[src/bss_pkg.sv]
// Shared action codes and cell control/status types for the sorted-insert stack.
package bss_pkg;

  localparam int ACT_W = 3;

  localparam logic [ACT_W-1:0] ACT_PUSH     = 3'd0;
  localparam logic [ACT_W-1:0] ACT_INSERT   = 3'd1;
  localparam logic [ACT_W-1:0] ACT_PUSH_BOT = 3'd2;
  localparam logic [ACT_W-1:0] ACT_POP      = 3'd3;
  localparam logic [ACT_W-1:0] ACT_READ_TOP = 3'd4;
  localparam logic [ACT_W-1:0] ACT_FIND     = 3'd5;

  // Write enables broadcast to every cell, already qualified by the beat.
  typedef struct packed {
    logic push_top;
    logic ins;
    logic push_bot;
  } cell_ctl_t;

  // Per-cell flags collected by the top level.
  typedef struct packed {
    logic dup_hit;
    logic find_hit;
  } cell_stat_t;

endpackage

[src/bounded_stack_sorted_insert.sv]
// Top level of the bounded sorted-insert stack: cell row, fill count and result register.
//
// Usage
//   Input channel (in_valid/in_ready, in_action, in_value): one beat asks for one
//   action: push, sorted insert, push at the bottom, pop, read top, or find.
//   Result channel (out_valid/out_ready): one beat per input beat, in order,
//   carrying the new top (-1 when empty), the find position (-1 when no match or
//   not a find), the fill count and whether the stack changed.
//   The result is registered at the edge that accepts the input. Throughput is
//   one beat per cycle while the receiver keeps up; every cell compares and
//   shifts in the same cycle, so the critical path is one word compare followed
//   by the one-bit stop chain running down the row of DEPTH cells.
//   When the receiver stalls, the held result stays put and in_ready drops until
//   it is taken; in_ready is high whenever the result register is empty or being
//   drained in the same cycle.
//   Reset (rst_n low, synchronous) empties the stack and the result register.
//   Entries are not cleared; only entries below the fill count are ever read.
module bounded_stack_sorted_insert #(
  parameter int DEPTH      = 16,
  parameter int WORD_WIDTH = 32
) (
  input  logic                        clk,
  input  logic                        rst_n,
  input  logic                        in_valid,
  output logic                        in_ready,
  input  logic [bss_pkg::ACT_W-1:0]   in_action,
  input  logic [WORD_WIDTH-1:0]       in_value,
  output logic                        out_valid,
  input  logic                        out_ready,
  output logic [WORD_WIDTH-1:0]       out_top_value,
  output logic [$clog2(DEPTH):0]      out_find_index,
  output logic [$clog2(DEPTH+1)-1:0]  out_item_count,
  output logic                        out_was_applied
);

  localparam int CNT_W = $clog2(DEPTH + 1);
  localparam int IDX_W = $clog2(DEPTH);

  // Fill count and result register
  logic [CNT_W-1:0]      fill_r, fill_nxt;
  logic                  out_valid_r;
  logic [WORD_WIDTH-1:0] top_r, top_nxt;
  logic [IDX_W:0]        find_r, find_nxt;
  logic                  applied_r, applied_nxt;

  logic accept;
  logic full;
  logic empty;
  logic dup;
  logic any_hit;
  logic [IDX_W-1:0] hit_idx;

  // Decoded action
  logic op_push, op_ins, op_bot, op_pop, op_find;

  // Cell row wiring
  bss_pkg::cell_ctl_t  ctl;
  bss_pkg::cell_stat_t stat     [DEPTH];
  logic [WORD_WIDTH-1:0] entry     [DEPTH];
  logic [WORD_WIDTH-1:0] entry_nxt [DEPTH];
  logic [DEPTH-1:0] stop_out;
  logic [DEPTH-1:0] fstop_out;

  assign in_ready = ~out_valid_r | out_ready;
  assign accept   = in_valid & in_ready;
  assign full     = fill_r == CNT_W'(DEPTH);
  assign empty    = fill_r == '0;

  always_comb begin
    op_push = 1'b0;
    op_ins  = 1'b0;
    op_bot  = 1'b0;
    op_pop  = 1'b0;
    op_find = 1'b0;
    unique case (in_action)
      bss_pkg::ACT_PUSH:     op_push = 1'b1;
      bss_pkg::ACT_INSERT:   op_ins  = 1'b1;
      bss_pkg::ACT_PUSH_BOT: op_bot  = 1'b1;
      bss_pkg::ACT_POP:      op_pop  = 1'b1;
      bss_pkg::ACT_FIND:     op_find = 1'b1;
      default: ;  // read top and unknown codes touch nothing
    endcase
  end

  // Collect duplicate and find flags from the row
  always_comb begin
    dup     = 1'b0;
    any_hit = 1'b0;
    hit_idx = '0;
    for (int i = 0; i < DEPTH; i++) begin
      dup     = dup | stat[i].dup_hit;
      any_hit = any_hit | stat[i].find_hit;
      if (stat[i].find_hit) begin
        hit_idx = hit_idx | IDX_W'(i);
      end
    end
  end

  // Gate writes: full blocks all pushes, a duplicate drops the insert
  assign ctl.push_top = accept & op_push & ~full;
  assign ctl.ins      = accept & op_ins & ~full & ~dup;
  assign ctl.push_bot = accept & op_bot & ~full;

  always_comb begin
    applied_nxt = ctl.push_top | ctl.ins | ctl.push_bot | (op_pop & ~empty);
    fill_nxt    = fill_r;
    if (ctl.push_top | ctl.ins | ctl.push_bot) begin
      fill_nxt = fill_r + CNT_W'(1);
    end else if (accept & op_pop & ~empty) begin
      fill_nxt = fill_r - CNT_W'(1);
    end
  end

  // New top: the cell just below the new fill count, -1 when empty
  always_comb begin
    top_nxt = '0;
    for (int i = 0; i < DEPTH; i++) begin
      if (fill_nxt == CNT_W'(i + 1)) begin
        top_nxt = top_nxt | entry_nxt[i];
      end
    end
    if (fill_nxt == '0) begin
      top_nxt = '1;
    end
  end

  assign find_nxt = (op_find & any_hit) ? {1'b0, hit_idx} : '1;

  genvar g;
  generate
    for (g = 0; g < DEPTH; g++) begin : g_cell
      logic [WORD_WIDTH-1:0] below_entry;
      logic                  below_stop;
      logic                  stop_in;
      logic                  fstop_in;

      if (g == 0) begin : g_bot
        assign below_entry = '0;
        assign below_stop  = 1'b1;
      end else begin : g_mid
        assign below_entry = entry[g-1];
        assign below_stop  = stop_out[g-1];
      end

      if (g == DEPTH - 1) begin : g_top
        assign stop_in  = 1'b0;
        assign fstop_in = 1'b0;
      end else begin : g_low
        assign stop_in  = stop_out[g+1];
        assign fstop_in = fstop_out[g+1];
      end

      bss_cell #(
        .WORD_WIDTH (WORD_WIDTH),
        .CNT_W      (CNT_W),
        .CELL_IDX   (g)
      ) u_cell (
        .clk         (clk),
        .ctl         (ctl),
        .fill        (fill_r),
        .value       (in_value),
        .below_entry (below_entry),
        .below_stop  (below_stop),
        .stop_in     (stop_in),
        .stop_out    (stop_out[g]),
        .fstop_in    (fstop_in),
        .fstop_out   (fstop_out[g]),
        .entry       (entry[g]),
        .entry_nxt   (entry_nxt[g]),
        .stat        (stat[g])
      );
    end
  endgenerate

  always_ff @(posedge clk) begin
    if (!rst_n) begin
      fill_r      <= '0;
      out_valid_r <= 1'b0;
    end else begin
      fill_r <= fill_nxt;
      if (accept) begin
        out_valid_r <= 1'b1;
      end else if (out_ready) begin
        out_valid_r <= 1'b0;
      end
    end
  end

  // Result payload: load on accept, hold otherwise
  always_ff @(posedge clk) begin
    if (accept) begin
      top_r     <= top_nxt;
      find_r    <= find_nxt;
      applied_r <= applied_nxt;
    end
  end

  logic [CNT_W-1:0] count_r;
  always_ff @(posedge clk) begin
    if (accept) begin
      count_r <= fill_nxt;
    end
  end

  assign out_valid       = out_valid_r;
  assign out_top_value   = top_r;
  assign out_find_index  = find_r;
  assign out_item_count  = count_r;
  assign out_was_applied = applied_r;

endmodule

[src/bss_cell.sv]
// One stack cell: holds an entry, compares it, and shifts from its lower neighbor.
module bss_cell #(
  parameter int WORD_WIDTH = 32,
  parameter int CNT_W      = 5,
  parameter int CELL_IDX   = 0
) (
  input  logic                  clk,
  input  bss_pkg::cell_ctl_t    ctl,
  input  logic [CNT_W-1:0]      fill,
  input  logic [WORD_WIDTH-1:0] value,
  input  logic [WORD_WIDTH-1:0] below_entry,
  input  logic                  below_stop,
  input  logic                  stop_in,
  output logic                  stop_out,
  input  logic                  fstop_in,
  output logic                  fstop_out,
  output logic [WORD_WIDTH-1:0] entry,
  output logic [WORD_WIDTH-1:0] entry_nxt,
  output bss_pkg::cell_stat_t   stat
);

  logic [WORD_WIDTH-1:0] entry_r;
  logic occ;
  logic lt;
  logic eq;
  logic ng;
  logic match;
  logic at_fill;
  logic wr_ins;
  logic sh_ins;

  assign occ     = CNT_W'(CELL_IDX) < fill;
  assign at_fill = CNT_W'(CELL_IDX) == fill;
  assign lt      = $signed(value) < $signed(entry_r);
  assign eq      = value == entry_r;

  // Insert chain: any occupied entry at or above here that is not above value.
  assign ng       = occ & ~lt;
  assign stop_out = stop_in | ng;
  assign wr_ins   = ~stop_out & below_stop;
  assign sh_ins   = ~below_stop;

  // Find chain: topmost occupied match wins.
  assign match     = occ & eq;
  assign fstop_out = fstop_in | match;

  assign stat.dup_hit  = ng & ~stop_in & eq;
  assign stat.find_hit = match & ~fstop_in;

  always_comb begin
    entry_nxt = entry_r;
    if (ctl.push_top) begin
      if (at_fill) begin
        entry_nxt = value;
      end
    end else if (ctl.ins) begin
      if (wr_ins) begin
        entry_nxt = value;
      end else if (sh_ins) begin
        entry_nxt = below_entry;
      end
    end else if (ctl.push_bot) begin
      entry_nxt = (CELL_IDX == 0) ? value : below_entry;
    end
  end

  always_ff @(posedge clk) begin
    entry_r <= entry_nxt;
  end

  assign entry = entry_r;

endmodule

[config.mk]
export PLATFORM = sky130hd
export DESIGN_NAME = bounded_stack_sorted_insert
export DESIGN_NICKNAME = d
export VERILOG_FILES = /design/src/bss_pkg.sv /design/src/bounded_stack_sorted_insert.sv /design/src/bss_cell.sv
export SDC_FILE = /design/constraint.sdc
export NUM_CORES = 2
export LEC_CHECK = 0
export ABC_CLOCK_PERIOD_IN_PS = 6570
export BUFFER_PORTS_ARGS = -buffer_cell sky130_fd_sc_hd__buf_2
export CAP_MARGIN = 20
export CORE_MARGIN = 5
export CORE_UTILIZATION = 55
export DETAILED_ROUTE_END_ITERATION = 8
export PLACE_DENSITY = 0.77
export SYNTH_ARGS = -nofsm -noshare
export SYNTH_HDL_FRONTEND = slang
export SYNTH_SLANG_ARGS = --single-unit
[constraint.sdc]
create_clock -name clk -period 6.57 [get_ports clk]
set_input_delay 1.314 -clock clk [delete_from_list [all_inputs] [get_ports clk]]
set_output_delay 1.314 -clock clk [all_outputs]
set_load 0.03 [all_outputs]
== Word-level counts from Yosys, hierarchy flattened ==
Cells that the tools add are included.
Word-level totals
  output and inout port bits: 45
  word-level logic and storage cells: 490
  bits of input ports: 39
  register bits: 561
Cells by class
  reductions and logical operators: 8
  eq/ne operators: 52
  add/subtract/negate cells: 2
  multiplexer cells: 136
  bitwise operators: 234
  $lt $le $gt $ge: 32
Operators with widths (count)
  two-way mux 32 bit: 111
  == test 32 bit: 16
  less-than comparator 32 bit: 16
  OR 32 bit: 15
  AND 1 bit: 105
  OR 1 bit: 63
  inverter 1 bit: 51
  == test 4 x 5 -> 1 bit, first input constant: 8
  == test 5 x 4 -> 1 bit, second input constant: 8
  less-than comparator 4 x 5 -> 1 bit, first input constant: 8
  two-way mux 4 bit: 8
  == test 3 x 5 -> 1 bit, first input constant: 4
  == test 5 x 3 -> 1 bit, second input constant: 4
  less-than comparator 3 x 5 -> 1 bit, first input constant: 4
  two-way mux 5 bit: 3
  two-way mux 3 bit: 4
  == test 2 x 5 -> 1 bit, first input constant: 2
  == test 5 x 2 -> 1 bit, second input constant: 2
  == test 5 bit, second input constant: 2
  zero test 5 bit: 2
  less-than comparator 1 x 5 -> 1 bit, first input constant: 2
  less-than comparator 2 x 5 -> 1 bit, first input constant: 2
  OR reduction 9 bit: 1
  two-way mux 1 bit: 8
  other kinds (13): 15

== Logic depth before layout (Yosys ltp) ==
  depth in word-level cells: 72
  gate-level depth with buffers: 24
  mapped depth without buffers: 19

== Modules after synthesis ==
From an unflattened synthesis, not the netlist that was laid out.
Unflattened totals
  cells, all modules: 7833
  area total of the unflattened synthesis: 63395.8 µm²
Modules (own cells, without submodules)
  bounded_stack_sorted_insert: instances 1, seq. area each 1411.4 µm², cells an instance 663, area an instance 5656.7 µm²
  bss_cell (g_cell[10].u_cell): instances 1, seq. area each 640.6 µm², cells an instance 467, area an instance 3893.7 µm²
  bss_cell (g_cell[11].u_cell): instances 1, seq. area each 640.6 µm², cells an instance 522, area an instance 3888.7 µm²
  bss_cell (g_cell[15].u_cell): instances 1, seq. area each 640.6 µm², cells an instance 495, area an instance 3841.2 µm²
  bss_cell (g_cell[12].u_cell): instances 1, seq. area each 640.6 µm², cells an instance 462, area an instance 3799.9 µm²
  bss_cell (g_cell[1].u_cell): instances 1, seq. area each 640.6 µm², cells an instance 491, area an instance 3788.6 µm²
  bss_cell (g_cell[6].u_cell): instances 1, seq. area each 640.6 µm², cells an instance 414, area an instance 3587.2 µm²
  bss_cell (g_cell[4].u_cell): instances 1, seq. area each 640.6 µm², cells an instance 416, area an instance 3584.7 µm²
  bss_cell (g_cell[9].u_cell): instances 1, seq. area each 640.6 µm², cells an instance 414, area an instance 3583.4 µm²
  bss_cell (g_cell[14].u_cell): instances 1, seq. area each 640.6 µm², cells an instance 421, area an instance 3570.9 µm²
  bss_cell (g_cell[8].u_cell): instances 1, seq. area each 640.6 µm², cells an instance 418, area an instance 3562.2 µm²
  bss_cell (g_cell[2].u_cell): instances 1, seq. area each 640.6 µm², cells an instance 431, area an instance 3560.9 µm²
  bss_cell (g_cell[5].u_cell): instances 1, seq. area each 640.6 µm², cells an instance 416, area an instance 3444.6 µm²
  bss_cell (g_cell[3].u_cell): instances 1, seq. area each 640.6 µm², cells an instance 416, area an instance 3442.1 µm²
  3 more rows

== Least setup slack after synthesis ==
Ideal clock, no wire load.
  kind: input -> register
  start point: input in_value[18]
  end point: register top_r[24] (netlist: out_top_value[24]), data pin
  library setup time: 0.272 ns
  path slack: 0.191 ns
  path buffers: 3
  data required time: 6.298 ns
  stages on the path: 19
  arrival: 6.107 ns
  cells stage by stage: ha_1 a21o_1 a221o_1 a221o_1 a2111oi_2 o21a_2 mux2_4 and4b_1 buf_2 and3_1 buf_4 o31a_2 o31ai_2 mux2i_1 buf_2 nor4_1 a22o_1 a211o_1 or4b_1
On the way
  longest elaborated chain between the ends: 72
  elaborated cells on any way between the ends: 271
  those cells by class: order compare: 16; eq/ne: 32; mux: 80; bitwise: 142; reduce/logical: 1
RTL lines
  start: declaration: RTL line bounded_stack_sorted_insert.sv:27  | input logic [WORD_WIDTH-1:0] in_value,
  less-than comparator 32 bit: RTL line bss_cell.sv:34  | assign lt = $signed(value) < $signed(entry_r);
  inverter 1 bit: RTL line bss_cell.sv:38  | assign ng = occ & ~lt;
  AND 1 bit: RTL line bss_cell.sv:38
  OR 1 bit (14 in a row): RTL line bss_cell.sv:39  | assign stop_out = stop_in | ng;
  inverter 1 bit
  AND 1 bit (2 in a row): RTL line bss_cell.sv:47  | assign stat.dup_hit = ng & ~stop_in & eq;
  OR 1 bit (15 in a row): RTL line bounded_stack_sorted_insert.sv:91  | dup = dup | stat[i].dup_hit;
  inverter 1 bit: RTL line bounded_stack_sorted_insert.sv:101  | assign ctl.ins = accept & op_ins & ~full & ~dup;
  (+28 left out)
  OR 32 bit: RTL line bounded_stack_sorted_insert.sv:119  | top_nxt = top_nxt | entry_nxt[i];
  two-way mux 32 bit: RTL line bounded_stack_sorted_insert.sv:118  | if (fill_nxt == CNT_W'(i + 1)) begin
  OR 32 bit: RTL line bounded_stack_sorted_insert.sv:119
  two-way mux 32 bit: RTL line bounded_stack_sorted_insert.sv:118
  OR 32 bit: RTL line bounded_stack_sorted_insert.sv:119
  two-way mux 32 bit: RTL line bounded_stack_sorted_insert.sv:118
  OR 32 bit: RTL line bounded_stack_sorted_insert.sv:119
  two-way mux 32 bit: RTL line bounded_stack_sorted_insert.sv:118
  end signal: assignment: RTL line bounded_stack_sorted_insert.sv:192  | top_r <= top_nxt;
  end: declaration: RTL line bounded_stack_sorted_insert.sv:42  | logic [WORD_WIDTH-1:0] top_r, top_nxt;
Parallel ways exist; a longest one is shown, timed or not.
A chain may end at the register's enable or synchronous reset.

== Final worst setup path ==
  start point: input in_value[9]
  end point: register top_r[8] (netlist: out_top_value[8]), data pin
Same word-level chain as after synthesis.

==> metrics <==
run status=complete, but fails checks; CP endpoint kind=flip-flop; flop2flop setup slack=0.39 ns; WL/cell=roughly 32 um; peak supply drop=335 uV; post-route setup slack=-0.0392 ns; HP Class=flip-flop to flip-flop; final hold violation count=0; critical path's slowest cell=nor4_4; adder-cell area share of the yosys netlist=between 10% and 20%; Final ANT Viol Nets=0; initial antenna violation count=17; Rows=96; failing checks=design-rule violations, negative setup slack; most frequent cells in the layout=buf_4, nor2_1, inv_1; DP HPWL=164000 um; Reg clk slew, reported paths=approximately 0.060 ns; Root Driver=clkbuf_16; Internal=~12 mW; mux contribution to synthesized area=less than 1%; Die X=274 um; Worst EP arrival=between 7 and 8 ns; CTS tree=built; peak fanout along the critical path=17; Synth Area in Compound Gates=around 26%; final setup TNS=-0.230 ns; Crit path top cell by count=buf_4; Die Span Y=274 um; max incr delay on CP=slightly above 0.9 ns; switching pwr=10.1 mW; Critical Path RT=7.08 ns; Synth cell types=100; port buffer count=between 80 and 90; largest cells by area after synthesis=dfxtp_1, ha_1, nor2_1; critical-path cell list=buf_2, buf_4, ha_1, a21oi_1, o21ai_0, nand2b_1, a21oi_1, a2111oi_0, mux2i_1, o211ai_1, a211oi_4, a211o_4, buf_4, nor4_4, a211oi_4, inv_2, nor4_4, buf_8, buf_4, a22oi_1, o2111a_1, or3b_1; routed vias/inst=around 7.0; simple-gate share of the synthesized area=17.8%; switching share of power=45.3%; core area=slightly below 0.07 mm2; CP Class=input port to flip-flop; leading area contributor after synthesis=dfxtp_1; CTS Sinks=around 560; Clock Path Buffers=3; FFs w/ async S/R, synth=0%; first-pass GRT wire length=roughly 300000 um; Tot GR Track Use=between 50% and 60%; main combinational cell family by area after synthesis=compound AO/OA/AOI/OAI gates; Worst Skew=roughly 0.043 ns; post-synthesis sequential element count=roughly 560; fin nets=~6200; Fmax=151 MHz; Synth Area in XOR/XNOR=less than 1%; leakage power=approximately 25 nW; Combinational Power Share=approximately 52%; Syn Nets=around 5400; Clk pwr share=approximately a fifth; remaining global-route overflow=0; number of vias in the routed layout=between 40000 and 50000; Place WS=-1.63 ns; slew margin rel.=a little over a quarter; Initial DRC Count=slightly below 9000; die area=0.0752 mm2; Most used DFF post-synth=dfxtp_1; CP top delay family=compound AO/OA/AOI/OAI gates; Tmin final=6.61 ns; register share of total power=approximately 29%; CTS buffer count=66; Max-Cap Viols=0; Post-synth EDFFs=between 40 and 50; fin crit share=101%; cells after synthesis=~4900; Synth Area per Inst=between 7 and 8 um2; synthesized area=0.0384 mm2; worst slew pin tran=roughly 1.1 ns; vias in the first global route=between 40000 and 50000; Initial DRT Pass Iterations=9; H-tree lvl count=3; WHS=0.504 ns; top-area cell type share of the netlist area=between 20% and 30%; Synth-to-Final Area Change=31.9%; CP bufs+invs=6; clock latency on the worst-skew pair=about 0.65 ns; most common cell after layout, fill and taps aside=buf_4; register area share after synthesis=around 30%; Max Slew Vio Count=0; Placer Congestion=approximately 1.2; largest net degree at the start of global routing=32; cell area power density=approximately 440 mW/mm2; Initial Utilization=55.7%; I/O pin count=84; Syn. warnings=0; share of cells above drive strength 1=23.2%; startpoint types=input port; DRC=27; DRT Wirelength=between 200000 and 250000 um; Final Setup Violations=10
tightest hold or removal path: cells and delay by family, from the launching register on:
family	cells	cell delay, ns
flip-flops	1	0.31
AND/OR/NAND/NOR	2	0.15
worst paths after layout:
kind                                             from                           endpoint  cells past startpoint
hold reg to reg     g_cell[7].u_cell.entry[5]$_DFF_P_  g_cell[8].u_cell.entry[5]$_DFF_P_                      2
setup reg to reg  g_cell[10].u_cell.entry[27]$_DFF_P_     out_top_value[8]$_SDFFCE_PN1P_                     23
setup / recovery                          in_value[9]     out_top_value[8]$_SDFFCE_PN1P_                     22
hold / removal      g_cell[7].u_cell.entry[5]$_DFF_P_  g_cell[8].u_cell.entry[5]$_DFF_P_                      2
metrics by stage:
stage	power [mW]	util, %	cells	instance area (um2)
after floorplan	11.6	-	4862	38400
after global placement	16.8	69.0	6531	47600
after detailed placement	17.0	69.0	6534	47600
after CTS	21.2	72.7	6660	50100
after global routing	22.9	73.4	6674	50600
final	22.2	73.4	6688	50600
kinds of logic (layout without fill, tap and decap cells):
kind of cell    Yosys count  after routing
flops                   561            561
buf+inv                 867           1747
xor+xnor                  7              7
other cells               0             15
compound gates         1439           1439
mux                      15             15
simple gates           1456           1456
fa+ha+maj               517            517
cell type report:
class	count	area [um2]
Tap cell	931	1160
Inverter	591	2220
Fill cell	5367	18300
Clock inverter	30	434
Clock buffer	92	1970
Timing Repair Buffer	1034	8840
Sequential cell	561	11700
Multi-Input combinational cell	3434	24300
Antenna cell	15	37.5
power groups by stage:
stage | logic [mW] | registers, mW | clock network, mW
global placement | 10.4 | 6.36 | 0
detailed placement | 10.6 | 6.38 | 0
finish | 11.5 | 6.49 | 4.18
CTS | 10.7 | 6.34 | 4.12
global route | 12.1 | 6.55 | 4.26
floorplan | 5.58 | 6.00 | 0
per-layer routing:
metal / part of all wire, % / vias up / GRT usage (%) / wire length [um]
li1: - / 19400 / - / -
met1: 35 / 21800 / 65.7 / 74100
met2: 36 / 4575 / 70.8 / 77600
met3: 20 / 1310 / 32.5 / 42500
met4: 9.1 / 12 / 35.9 / 19400
met5: 0.14 / - / 2.83 / 307
sequential cells by signal, indices dropped and copies added (netlist names):
name,cells
out_find_index,5
fill_r,5
out_was_applied,1
out_item_count,5
out_valid,1
g_cell.u_cell.entry,512
out_top_value,32
synthesized netlist by cell type (40+ instances only):
master    instances
ha_1            517
nor2_1          641
a22o_1           40
o21ai_0         113
a211oi_1         87
a31oi_1          60
o22ai_1         337
nand3_1          96
nand4_1         131
a21oi_1         317
a21o_1           61
clkbuf_1        204
nand2_1         300
nor3_1           42
o221a_2          41
inv_1           587
edfxtp_1         43
a22oi_1         101
buf_2            40
dfxtp_1         518
timing repair:
item / 4_1_cts / 5_1_grt
hold buffers: 0 / 0
endpoints found under the setup margin: 70 / 32
pin swaps: 5 / 27
gates resized for setup: 27 / 75
buffers inserted: 4 / 15
No activity file was read; power rests on OpenSTA's default activity.
